File: src/hdl/qdar_pkg.sv
// ----------------------------------------------------------------------------
// qdar_pkg
// Shared types and constants for the quaternion delta angular rate unit.
// ----------------------------------------------------------------------------
package qdar_pkg;

    localparam int QW      = 32;             // quaternion component width
    localparam int DTW     = 24;             // elapsed time width
    localparam int PRODW   = 2 * QW;         // one product
    localparam int ACCW    = PRODW + 3;      // sum of four products, signed
    localparam int MAGW    = ACCW;           // magnitude of a sum
    localparam int K_US    = 2000000;        // 2 * microseconds per second
    localparam int KW      = 21;             // bits of K_US
    localparam int SCW     = MAGW + KW;      // scaled magnitude width

    typedef struct packed {
        logic       start;     // begin scaling and division for the selected axis
        logic [1:0] axis;      // which rate is being produced
    } qdar_cmd_t;

    typedef struct packed {
        logic       div_done;  // quotient ready
    } qdar_stat_t;

endpackage

File: src/hdl/qdar_ctrl.sv
// ----------------------------------------------------------------------------
// qdar_ctrl
// Sequencer: products, then one division per axis (none for a zero interval), then output hand-off.
// ----------------------------------------------------------------------------
module qdar_ctrl
    import qdar_pkg::*;
(
    input  logic       clk,
    input  logic       rst_n,
    input  logic       in_fire,
    input  logic       zero_dt,
    input  logic       out_free,
    input  qdar_stat_t stat,
    output logic       busy,
    output logic [3:0] term_idx,
    output logic       term_en,
    output logic       acc_clr,
    output logic       load_out,
    output qdar_cmd_t  cmd
);

    localparam logic [2:0] S_IDLE = 3'd0;
    localparam logic [2:0] S_MUL  = 3'd1;
    localparam logic [2:0] S_DIVS = 3'd2;
    localparam logic [2:0] S_DIVW = 3'd3;
    localparam logic [2:0] S_OUT  = 3'd4;

    logic [2:0] state_reg, state_next;
    logic [3:0] cnt_reg, cnt_next;
    logic [1:0] axis_reg, axis_next;

    always_comb
    begin
        state_next = state_reg;
        cnt_next   = cnt_reg;
        axis_next  = axis_reg;
        term_en    = 1'b0;
        acc_clr    = 1'b0;
        load_out   = 1'b0;
        cmd.start  = 1'b0;
        cmd.axis   = axis_reg;
        case (state_reg)
            S_IDLE:
            begin
                if (in_fire)
                begin
                    acc_clr    = 1'b1;
                    cnt_next   = 4'd0;
                    state_next = S_MUL;
                end
            end
            S_MUL:
            begin
                term_en = 1'b1;
                cnt_next = cnt_reg + 4'd1;
                if (cnt_reg == 4'd11)
                begin
                    axis_next  = 2'd0;
                    state_next = zero_dt ? S_OUT : S_DIVS;
                end
            end
            S_DIVS:
            begin
                cmd.start  = 1'b1;
                state_next = S_DIVW;
            end
            S_DIVW:
            begin
                if (stat.div_done)
                begin
                    if (axis_reg == 2'd2)
                        state_next = S_OUT;
                    else
                    begin
                        axis_next  = axis_reg + 2'd1;
                        state_next = S_DIVS;
                    end
                end
            end
            S_OUT:
            begin
                if (out_free)
                begin
                    load_out   = 1'b1;
                    state_next = S_IDLE;
                end
            end
            default: state_next = S_IDLE;
        endcase
    end

    assign busy     = (state_reg != S_IDLE);
    assign term_idx = cnt_reg;

    always_ff @(posedge clk or negedge rst_n)
    begin
        if (!rst_n)
        begin
            state_reg <= S_IDLE;
            cnt_reg   <= 4'd0;
            axis_reg  <= 2'd0;
        end
        else
        begin
            state_reg <= state_next;
            cnt_reg   <= cnt_next;
            axis_reg  <= axis_next;
        end
    end

    a_cnt_range: assert property (@(posedge clk) disable iff (!rst_n)
        (state_reg == S_MUL) |-> (cnt_reg <= 4'd11))
        else $error("term counter overrun");
    a_axis_range: assert property (@(posedge clk) disable iff (!rst_n)
        axis_reg != 2'd3)
        else $error("axis out of range");
    a_start_idle: assert property (@(posedge clk) disable iff (!rst_n)
        cmd.start |=> (state_reg == S_DIVW))
        else $error("start not followed by wait");

endmodule

File: config.mk
export PLATFORM = sky130hd
export DESIGN_NAME = qdar_ctrl
export DESIGN_NICKNAME = d
export VERILOG_FILES = /design/src/hdl/qdar_pkg.sv /design/src/hdl/qdar_ctrl.sv
export SDC_FILE = /design/constraint.sdc
export NUM_CORES = 1
export LEC_CHECK = 0
export ABC_AREA = 1
export ABC_CLOCK_PERIOD_IN_PS = 1900
export BUFFER_PORTS_ARGS = -buffer_cell sky130_fd_sc_hd__buf_4
export CAP_MARGIN = 20
export CELL_PAD_IN_SITES_DETAIL_PLACEMENT = 0
export CELL_PAD_IN_SITES_GLOBAL_PLACEMENT = 1
export CORE_MARGIN = 2
export CORE_UTILIZATION = 36
export CTS_CLUSTER_DIAMETER = 120
export DETAILED_ROUTE_END_ITERATION = 8
export PLACE_DENSITY = 0.77
export SLEW_MARGIN = 20
export SYNTH_ARGS = -nofsm -noshare
export SYNTH_HDL_FRONTEND = slang
export SYNTH_SLANG_ARGS = --single-unit
File: constraint.sdc
create_clock -name clk -period 1.9 [get_ports clk]
set_input_delay 0.38 -clock clk [delete_from_list [all_inputs] [get_ports clk]]
set_output_delay 0.38 -clock clk [all_outputs]
set_load 0.005 [all_outputs]
# [Yosys cells after proc, flatten, opt, wreduce, memory -nomap -nowiden]
# Index checks and enable logic that the tools add are counted.
[totals] mem_bits_rw=0 output_inout_bits=11 n_memories=0 register_bits=9 in_bits=6 latchBits=0 rom_bits=0
[classes] magnitude_cmp=0 n_shift=0 n_mux=19 bitwise_logic=0 n_mul=0 n_reduce_logical=7 eq_ne=11 addsub=2 n_div=0
[ops] op="3-bit 2-to-1 mux" count=6
[ops] op="3-bit case mux with 5 select lines" count=1
[ops] op="2-bit != test, second input constant" count=5
[ops] op="4-bit case mux with 2 select lines" count=1
[ops] op="4-bit AND reduction" count=2
[ops] op="3-bit by 2-bit == test with 1-bit output, second input constant" count=2
[ops] op="1-bit 2-to-1 mux" count=6
[ops] op="2-bit 2-to-1 mux" count=3
[ops] op="4-bit by 1-bit adder with 4-bit output, second input constant" count=1
[ops] op="4-bit == test, second input constant" count=1
[ops] op="4-bit 2-to-1 mux" count=1
[ops] op="2-bit case mux with 2 select lines" count=1
[ops] op="2-bit nonzero test" count=2
[ops] op="3-bit by 1-bit == test with 1-bit output, second input constant" count=1
[ops] op="3-bit == test, second input constant" count=1
[ops] op="3-bit logical NOT" count=1
[ops] op="3-bit nonzero test" count=1
[ops] op="2-bit by 1-bit adder with 2-bit output, second input constant" count=1
[ops] op="2-bit == test, second input constant" count=1
[ops] op="2-bit AND reduction" count=1

# [Depth between registers and ports, before layout]
# Gate-level depths: netlist (run 1).
[logic_depth] depth_word=4 depth_mapped=8

# [Worst setup path before layout (run 1)]
# Ideal clock, no wire load.
[synth_path] path_kind="reg2out" from="register state_reg[0]" to="output port acc_clr" t_arrival_ns=0.834 n_path_buf=1 path_slack_ns=0.686 path_stages_with_launch=5 cell_sequence="dfrtp_1 -> buf_4 -> nor2_1 -> nand2_1 -> nor2_1"
[synth_via] elab_chain_len=2
[synth_lines] element="start: declaration" line_no="qdar_ctrl.sv:28" source="logic [2:0] state_reg, state_next;"
[synth_lines] element="start signal: assignment" line_no="qdar_ctrl.sv:105" source="state_reg <= state_next;"
[synth_lines] element="3-bit logical NOT" line_no="qdar_ctrl.sv:42" source="case (state_reg)"
[synth_lines] element="1-bit 2-to-1 mux" line_no="qdar_ctrl.sv:42"
[synth_lines] element="end: declaration" line_no="qdar_ctrl.sv:17" source="output logic acc_clr,"
# No other way between the ends.

==> flow_summary.yaml, run 1 <==
finish:
  largest_reg_flops: 4
  final_cell_mix: "nand2_1, buf_4, inv_1, nor2_1, dfrtp_1"
  final_cell_area_um2: 737
  nNetsFinal: 109
  drive_gt1_frac: 0.250
  antenna_cells: 0
  final_common_cell: "nand2_1"
  syn_to_final_growth_pct: 29.7
placed_design:
  gp_congestion: 0.732
  place_ws_ns: 0.588
  dp_hpwl_um: 962
  placed_area_um2: 701
  io_buffers: 16
pwr:
  p_total_uw: 1120
  vdd_drop_max_v: 0.000727
  p_per_area_mw_per_mm2: 1520
  power_leakage_uw: 0.000419
worst_setup_path:
  cp-start-kind: "flip-flop"
  worst_path_largest_cell_delay_ns: 0.46
  cp_data_required_time_ns: 1.52
  crit_fanout: 8
  crit_buf_inv: 2
  critical_path_class: "reg2out"
  cp.arrival_ns: 1.23
  crit_slowest_cell: "dfrtp_1"
  critPathCaptureType: "primary output"
  cp_common_cell: "nor2_1"
  cp_cell_sequence: "nor2_1 -> inv_1 -> nor2_1 -> buf_4"
  cp_top_family: "flip-flops"
sta:
  rsz0062_at_grt: "no"
  tns_ns: 0
  finalSetupViolations: 0
  worst_slack_ns: 0.295
  fin_crit_ns: 1.61
  worstMarginPinSlew_ns: 0.490
  fmax_mhz: 623
  period_share: 0.845
  slew_violations: 0
  slew_headroom: 0.670
  fin_skew_ns: 0.0102
  hold_viol_final: 0
  holdWs_ns: 0.386
route:
  wl_um: 1180
  drtPass1Iterations: 4
  via_per_inst: 4.77
  wl_per_cell_um: 10.2
  drtAntennaViolNets: 0
  drc_errors: 0
  vias: 553
  drt-initial-drc-count: 3
global_route:
  grt_pass1_vias: 475
  grt_max_degree: 10
  grt-ovfl-total: 0
  antenna_found_initial: 0
  grt_pass1_wl_um: 1930
  track_usage: 0.145
yosys:
  ys_ff_latch: 9
  synth_top_area_frac: 0.396
  syn-num-nets: 88
  synthTopCellsByArea: "dfrtp_1, nand2_1, inv_1"
  syn_inst: 80
  netlist_area_um2: 568
  ys_warn_count: 0
  yosysUniqueCellTypes: 18
  seq_area_frac_synth: 0.396
  syn_area_per_cell_um2: 7.10
  yosysTopAreaCell: "dfrtp_1"
die:
  ios: 17
  coreArea_mm2: 0.00149
  dieArea_mm2: 0.00191
  initial_utilization: 0.382
  dieWidth_um: 43.7
  die_h_um: 43.7
  rows: 14
clock_network:
  cts_hold_buf: 1
  htreeDepth: 1
  cts_setup_buffers: 0
  clkLatencyLatePin_ns: 0.27
  cts_buffers: 3
  cts_tree: "done"
  clkSinkCount: 9
  clk_pin_slew_worst_paths_ns: 0.06
  clock_path_buffers: 2
  cts_root_buffer: "clkbuf_4"
  ctsResizeCount: 0
run_status:
  outcome: "completed"
flow_run:
  drv_cap: 0
min_path:
  hold_class: "in2reg"
kinds of logic after synthesis:
family,Yosys count,share of synthesized area
buffers and inverters,15,0.106
AND/OR/NAND/NOR,42,0.317
AO/OA/AOI/OAI,10,0.106
adder cells (fa/ha/maj),2,0.0440
flip-flops,9,0.396
XOR/XNOR,2,0.0308
metal layers:
layer	vias to the layer above	global-route usage	wire length [um]
li1	290	-	-
met1	244	0.163	554
met2	14	0.224	529
met3	5	0.0750	69
met4	0	0.0727	27
met5	-	0	0
worst min-delay path, delay by kind of cell:
family	cells	cell delay, ns
and+or+nand+nor	2	0.12
buffers and inverters	2	0.12
report_power, final:
| group | internal (uW) | total, uW | switching [uW] | leakage, uW |
|---|---|---|---|---|
| clock network | 81.0 | 148 | 67.4 | 0.0000150 |
| logic | 269 | 604 | 335 | 0.000286 |
| registers | 266 | 365 | 98.8 | 0.000118 |
worst paths after layout:
| path | from | endpoint | slack, ns | cells after the start |
|---|---|---|---|---|
| worst max register to register | state_reg[0]$_DFFE_PN0P_ | axis_reg[1]$_DFFE_PN0P_ | 0.68 | 7 |
| worst max-delay path | state_reg[0]$_DFFE_PN0P_ | cmd[2] | 0.29 | 4 |
| worst min register to register | term_idx[0]$_DFFE_PN0P_ | term_idx[0]$_DFFE_PN0P_ | 0.56 | 1 |
| max in group asynchronous | rst_n | axis_reg[0]$_DFFE_PN0P_ | 1.30 | 2 |
| min in group asynchronous | rst_n | state_reg[1]$_DFFE_PN0P_ | 0.46 | 2 |
| worst min-delay path | stat | state_reg[1]$_DFFE_PN0P_ | 0.39 | 4 |
Yosys cell counts (all sizes together):
cell type / count
xnor2: 1
a22o: 1
nor2: 13
inv: 14
nand3: 6
a21oi: 1
o21ai: 6
nand2: 21
buf: 1
xor2: 1
ha: 2
nand4: 1
dfrtp: 9
nor4: 1
o21bai: 2
metrics by stage:
stage               instances   util
CTS                       116  0.495
finish                    116  0.495
floorplan                  80      -
global placement          111  0.471
global route              116  0.495
detailed placement        111  0.471
cell type report:
type                    count  area, um2
fillers                   153        752
multi-input cells          56        283
flip-flops and latches      9        225
repair buffers             17        130
inverters                  14       52.6
clock buffers               4       26.3
well taps                  16       20.0
Power figures use the tool's default switching activity.
==> inputs of run 2 (changes only) <==
--- a/config.mk
+++ b/config.mk
@@ -6,16 +6,16 @@
 export NUM_CORES = 1
 export LEC_CHECK = 0
 export ABC_AREA = 1
-export ABC_CLOCK_PERIOD_IN_PS = 1900
+export ABC_CLOCK_PERIOD_IN_PS = 1600
 export BUFFER_PORTS_ARGS = -buffer_cell sky130_fd_sc_hd__buf_4
 export CAP_MARGIN = 20
 export CELL_PAD_IN_SITES_DETAIL_PLACEMENT = 0
 export CELL_PAD_IN_SITES_GLOBAL_PLACEMENT = 1
 export CORE_MARGIN = 2
-export CORE_UTILIZATION = 36
+export CORE_UTILIZATION = 33
 export CTS_CLUSTER_DIAMETER = 120
 export DETAILED_ROUTE_END_ITERATION = 8
-export PLACE_DENSITY = 0.77
+export PLACE_DENSITY = 0.71
 export SLEW_MARGIN = 20
 export SYNTH_ARGS = -nofsm -noshare
 export SYNTH_HDL_FRONTEND = slang
==> constraint.sdc (replaced) <==
create_clock -name clk -period 1.6 [get_ports clk]
set_input_delay 0.32 -clock clk [delete_from_list [all_inputs] [get_ports clk]]
set_output_delay 0.32 -clock clk [all_outputs]
set_load 0.005 [all_outputs]
==> flow_summary.yaml, run 2 (synthesis gave the netlist of run 1 again) <==
run_status:
  outcome: "completed"
die:
  rows: 14
  dieWidth_um: 45.5
  ios: 17
  dieArea_mm2: 0.00207
  initial_utilization: 0.364
  coreArea_mm2: 0.00156
  die_h_um: 45.5
worst_setup_path:
  cp.arrival_ns: 1.16
  startpoint: "state_reg[2]$_DFFE_PN0P_"
  crit_slowest_cell: "dfrtp_1"
  worst_path_largest_cell_delay_ns: 0.44
  crit_fanout: 6
  cp_top_family: "flip-flops"
  reg2reg_to: "axis_reg[0]$_DFFE_PN0P_"
  crit_end: "term_en"
  cp_cell_sequence: "inv_2 -> nand2_2 -> nor2_2 -> buf_4"
  cp_data_required_time_ns: 1.28
  cp-start-kind: "flip-flop"
  path_depth: 4
  critPathCaptureType: "primary output"
  regToRegSetupSlack_ns: 0.38
  crit_buf_inv: 2
  r2r_start: "term_idx[0]$_DFFE_PN0P_"
  critical_path_class: "reg2out"
  reg2regPathDepth: 7
placed_design:
  io_buffers: 16
  place_ws_ns: 0.350
  gp_congestion: 0.734
  dp_hpwl_um: 1020
sta:
  tns_ns: 0
  finalSetupViolations: 0
  slew_headroom: 0.712
  worstMarginPinSlew_ns: 0.427
  fmax_mhz: 675
  worst_slack_ns: 0.118
  fin_skew_ns: 0.00456
  period_share: 0.927
  rsz0062_at_grt: "no"
  hold_viol_final: 0
  slew_violations: 0
  fin_crit_ns: 1.48
finish:
  nNetsFinal: 109
  final_common_cell: "nand2_1"
  multiInputGateArea_um2: 292
  drive_gt1_frac: 0.280
  seq_area_um2: 226
  n_fill_cell: 171
  largest_reg_flops: 4
  final_cell_mix: "nand2_1, buf_4, inv_1, nor2_1, dfrtp_1"
  syn_to_final_growth_pct: 31.5
  antenna_cells: 0
pwr:
  p_total_uw: 1340
  p_per_area_mw_per_mm2: 1790
  vdd_drop_max_v: 0.000823
  power_leakage_uw: 0.000419
clock_network:
  clock_path_buffers: 2
  clk_pin_slew_worst_paths_ns: 0.06
  htreeDepth: 1
  cts_tree: "done"
  cts_buffers: 3
  clkLatencyLatePin_ns: 0.27
  clkSinkCount: 9
  cts_root_buffer: "clkbuf_4"
  cts_setup_buffers: 0
route:
  wl_um: 1220
  via_per_inst: 4.62
  drt-initial-drc-count: 6
  drtAntennaViolNets: 0
  vias: 536
  drc_errors: 0
  wl_per_cell_um: 10.5
  drtPass1Iterations: 4
flow_run:
  drv_cap: 0
min_path:
  hold_class: "in2reg"
global_route:
  grt_max_degree: 10
  grt_pass1_vias: 505
  antenna_found_initial: 0
  grt-ovfl-total: 0
  grt_pass1_wl_um: 2090
  track_usage: 0.152
[run 2: worst min path at each step]
stage	slack [ns]	end	cells past startpoint	startpoint
floorplan	0.02	axis_reg[0]$_DFFE_PN0P_	0	rst_n
global placement	0.15	term_idx[0]$_DFFE_PN0P_	1	rst_n
detailed placement	0.15	term_idx[0]$_DFFE_PN0P_	1	rst_n
CTS	0.32	state_reg[1]$_DFFE_PN0P_	4	stat
global route	0.35	state_reg[1]$_DFFE_PN0P_	4	stat
finish	0.33	state_reg[1]$_DFFE_PN0P_	4	stat
[run 2: timing repair]
item / CTS / global route
hold buffers: 1 / 0
resized for setup: 0 / 3
endpoints found under the hold margin: 9 / 0
endpoints found under the setup margin: 0 / 3
[run 2: cell type report]
cell class                 instances  area share
multi-input combinational         56       0.390
sequential                         9       0.303
timing repair buffer              17       0.174
inverter                          14      0.0704
clock buffer                       4      0.0352
tap                               16      0.0268
[run 2: power breakdown]
group	leakage, uW	switching [uW]	internal (uW)
clock	0.0000150	79.5	96.1
sequential	0.000117	127	319
combinational	0.000287	395	324
[run 2: per-layer routing]
metal / global-route usage / share of wire / vias up
met4: 0.124 / 0.035 / 0
met3: 0.0714 / 0.056 / 5
li1: - / - / 290
met5: 0 / 0 / -
met2: 0.203 / 0.43 / 12
met1: 0.183 / 0.48 / 229
[run 2: stage by stage]
stage                      util  std cells  hold WS [ns]  instance area (um2)
after floorplan               -         80        0.0244                  568
after global placement    0.449        111         0.147                  701
after detailed placement  0.449        111         0.148                  701
after CTS                 0.473        116         0.324                  737
after global routing      0.479        116         0.350                  747
final                     0.479        116         0.330                  747
[run 2: worst register-to-register path, delay by kind of cell (launching register included)]
kind	cells	cell delay, ns
adders and majority gates	1	0.24
buffers and inverters	1	0.05
DFF	1	0.41
and+or+nand+nor	5	0.41
==> inputs of run 3 (changes only) <==
--- a/config.mk
+++ b/config.mk
@@ -15,7 +15,7 @@
 export CORE_UTILIZATION = 33
 export CTS_CLUSTER_DIAMETER = 120
 export DETAILED_ROUTE_END_ITERATION = 8
-export PLACE_DENSITY = 0.71
+export PLACE_DENSITY_LB_ADDON = 0.1
 export SLEW_MARGIN = 20
 export SYNTH_ARGS = -nofsm -noshare
 export SYNTH_HDL_FRONTEND = slang
==> flow_summary.yaml, run 3 (synthesis gave the netlist of run 1 again) <==
run_status:
  outcome: "completed"
route:
  drtPass1Iterations: 4
  drc_errors: 0
  vias: 549
  via_per_inst: 4.73
  wl_per_cell_um: 10.5
  drtAntennaViolNets: 0
  drt-initial-drc-count: 5
  wl_um: 1220
pwr:
  power_leakage_uw: 0.000418
  swShare: 0.446
  power_switching_uw: 594
  p_per_area_mw_per_mm2: 1800
  clockPowerShare: 0.125
  p_int_uw: 739
  combPwrFrac: 0.544
  vdd_drop_max_v: 0.000805
  p_seq_frac: 0.331
finish:
  nNetsFinal: 109
  final_common_cell: "nand2_1"
  final_cell_area_um2: 741
  antenna_cells: 0
  seq_area_um2: 226
  multiInputGateArea_um2: 285
  drive_gt1_frac: 0.270
  final_cell_mix: "nand2_1, buf_4, inv_1, nor2_1, dfrtp_1"
  syn_to_final_growth_pct: 30.4
  largest_reg_flops: 4
  n_fill_cell: 175
clock_network:
  clk_pin_slew_worst_paths_ns: 0.06
  cts_tree: "done"
  clock_path_buffers: 2
  clkLatencyLatePin_ns: 0.26
  cts_root_buffer: "clkbuf_4"
  clkSinkCount: 9
  htreeDepth: 1
  cts_buffers: 3
placed_design:
  io_buffers: 16
  placed_area_um2: 701
  gp_congestion: 0.776
  dp_hpwl_um: 1000
  place_ws_ns: 0.355
sta:
  worst_slack_ns: 0.120
  fmax_mhz: 676
  finalSetupViolations: 0
  rsz0062_at_grt: "no"
  slew_headroom: 0.671
  period_share: 0.925
  slew_violations: 0
  fin_crit_ns: 1.48
  fin_skew_ns: 0.00599
  hold_viol_final: 0
  tns_ns: 0
  worstMarginPinSlew_ns: 0.488
  holdWs_ns: 0.346
worst_setup_path:
  crit_fanout: 6
  critPathCaptureType: "primary output"
  cp.arrival_ns: 1.16
  cp_data_required_time_ns: 1.28
  critical_path_class: "reg2out"
  cp-start-kind: "flip-flop"
global_route:
  antenna_found_initial: 0
  grt_max_degree: 10
  grt-ovfl-total: 0
  grt_pass1_wl_um: 2160
  track_usage: 0.151
  grt_pass1_vias: 511
min_path:
  hold_class: "in2reg"
flow_run:
  drv_cap: 0
die:
  die_h_um: 45.5
  initial_utilization: 0.364
  ios: 17
  dieWidth_um: 45.5
  rows: 14
  dieArea_mm2: 0.00207
  coreArea_mm2: 0.00156
## run 3: cell counts in the layout (fill, tap and decap cells not counted)
Identical to the previous run, type by type.
## run 3: cell type report
type	count	share of cell area
inverter	14	0.0709
sequential	9	0.306
multi-input combinational	56	0.385
tap	16	0.0270
clock buffer	4	0.0355
timing repair buffer	17	0.176
## run 3: timing repair
item | in CTS | in global routing
endpoints found under the hold margin | 9 | 0
buffers inserted | 0 | 0
setup endpoints to repair | 0 | 2
hold buffers | 1 | 0
resized for setup | 0 | 2
## run 3: worst paths after layout
| check | cells after the start | start | endpoint | slack (ns) |
|---|---|---|---|---|
| worst max register to register | 3 | state_reg[2]$_DFFE_PN0P_ | term_idx[1]$_DFFE_PN0P_ | 0.37 |
| max in group asynchronous | 2 | rst_n | state_reg[0]$_DFFE_PN0P_ | 1.03 |
| min in group asynchronous | 2 | rst_n | term_idx[3]$_DFFE_PN0P_ | 0.42 |
| worst min register to register | 1 | term_idx[0]$_DFFE_PN0P_ | term_idx[0]$_DFFE_PN0P_ | 0.56 |
| worst min-delay path | 4 | stat | state_reg[1]$_DFFE_PN0P_ | 0.35 |
| worst max-delay path | 4 | state_reg[2]$_DFFE_PN0P_ | term_en | 0.12 |
## run 3: critical path: stages, from the launching register on
cell and delay [ns]:
dfrtp_1 0.44, inv_2 0.10, nand2_2 0.06, nor2_2 0.16, buf_4 0.14
## run 3: routing by layer
metal,track usage,wire [um],part of all wire,vias up
li1,-,-,-,287
met1,0.200,587,0.48,249
met4,0.0353,14,0.011,0
met2,0.223,557,0.46,11
met3,0.0714,64,0.052,2
met5,0,0,0,-
## run 3: power groups by stage
| stage | Combinational [uW] | Clock, uW | Sequential, uW |
|---|---|---|---|
| 4_1_cts | 733 | 176 | 433 |
| 5_1_grt | 837 | 191 | 464 |
| 2_1_floorplan | 490 | 0 | 402 |
| 3_5_place_dp | 727 | 0 | 436 |
| 6_report | 725 | 167 | 441 |
| 3_3_place_gp | 737 | 0 | 436 |
## run 3: through the flow
step	cells	total power [uW]	util
3_5_place_dp	111	1160	0.449
4_1_cts	116	1340	0.473
5_1_grt	116	1490	0.475
2_1_floorplan	80	892	-
3_3_place_gp	111	1170	0.449
6_report	116	1330	0.475
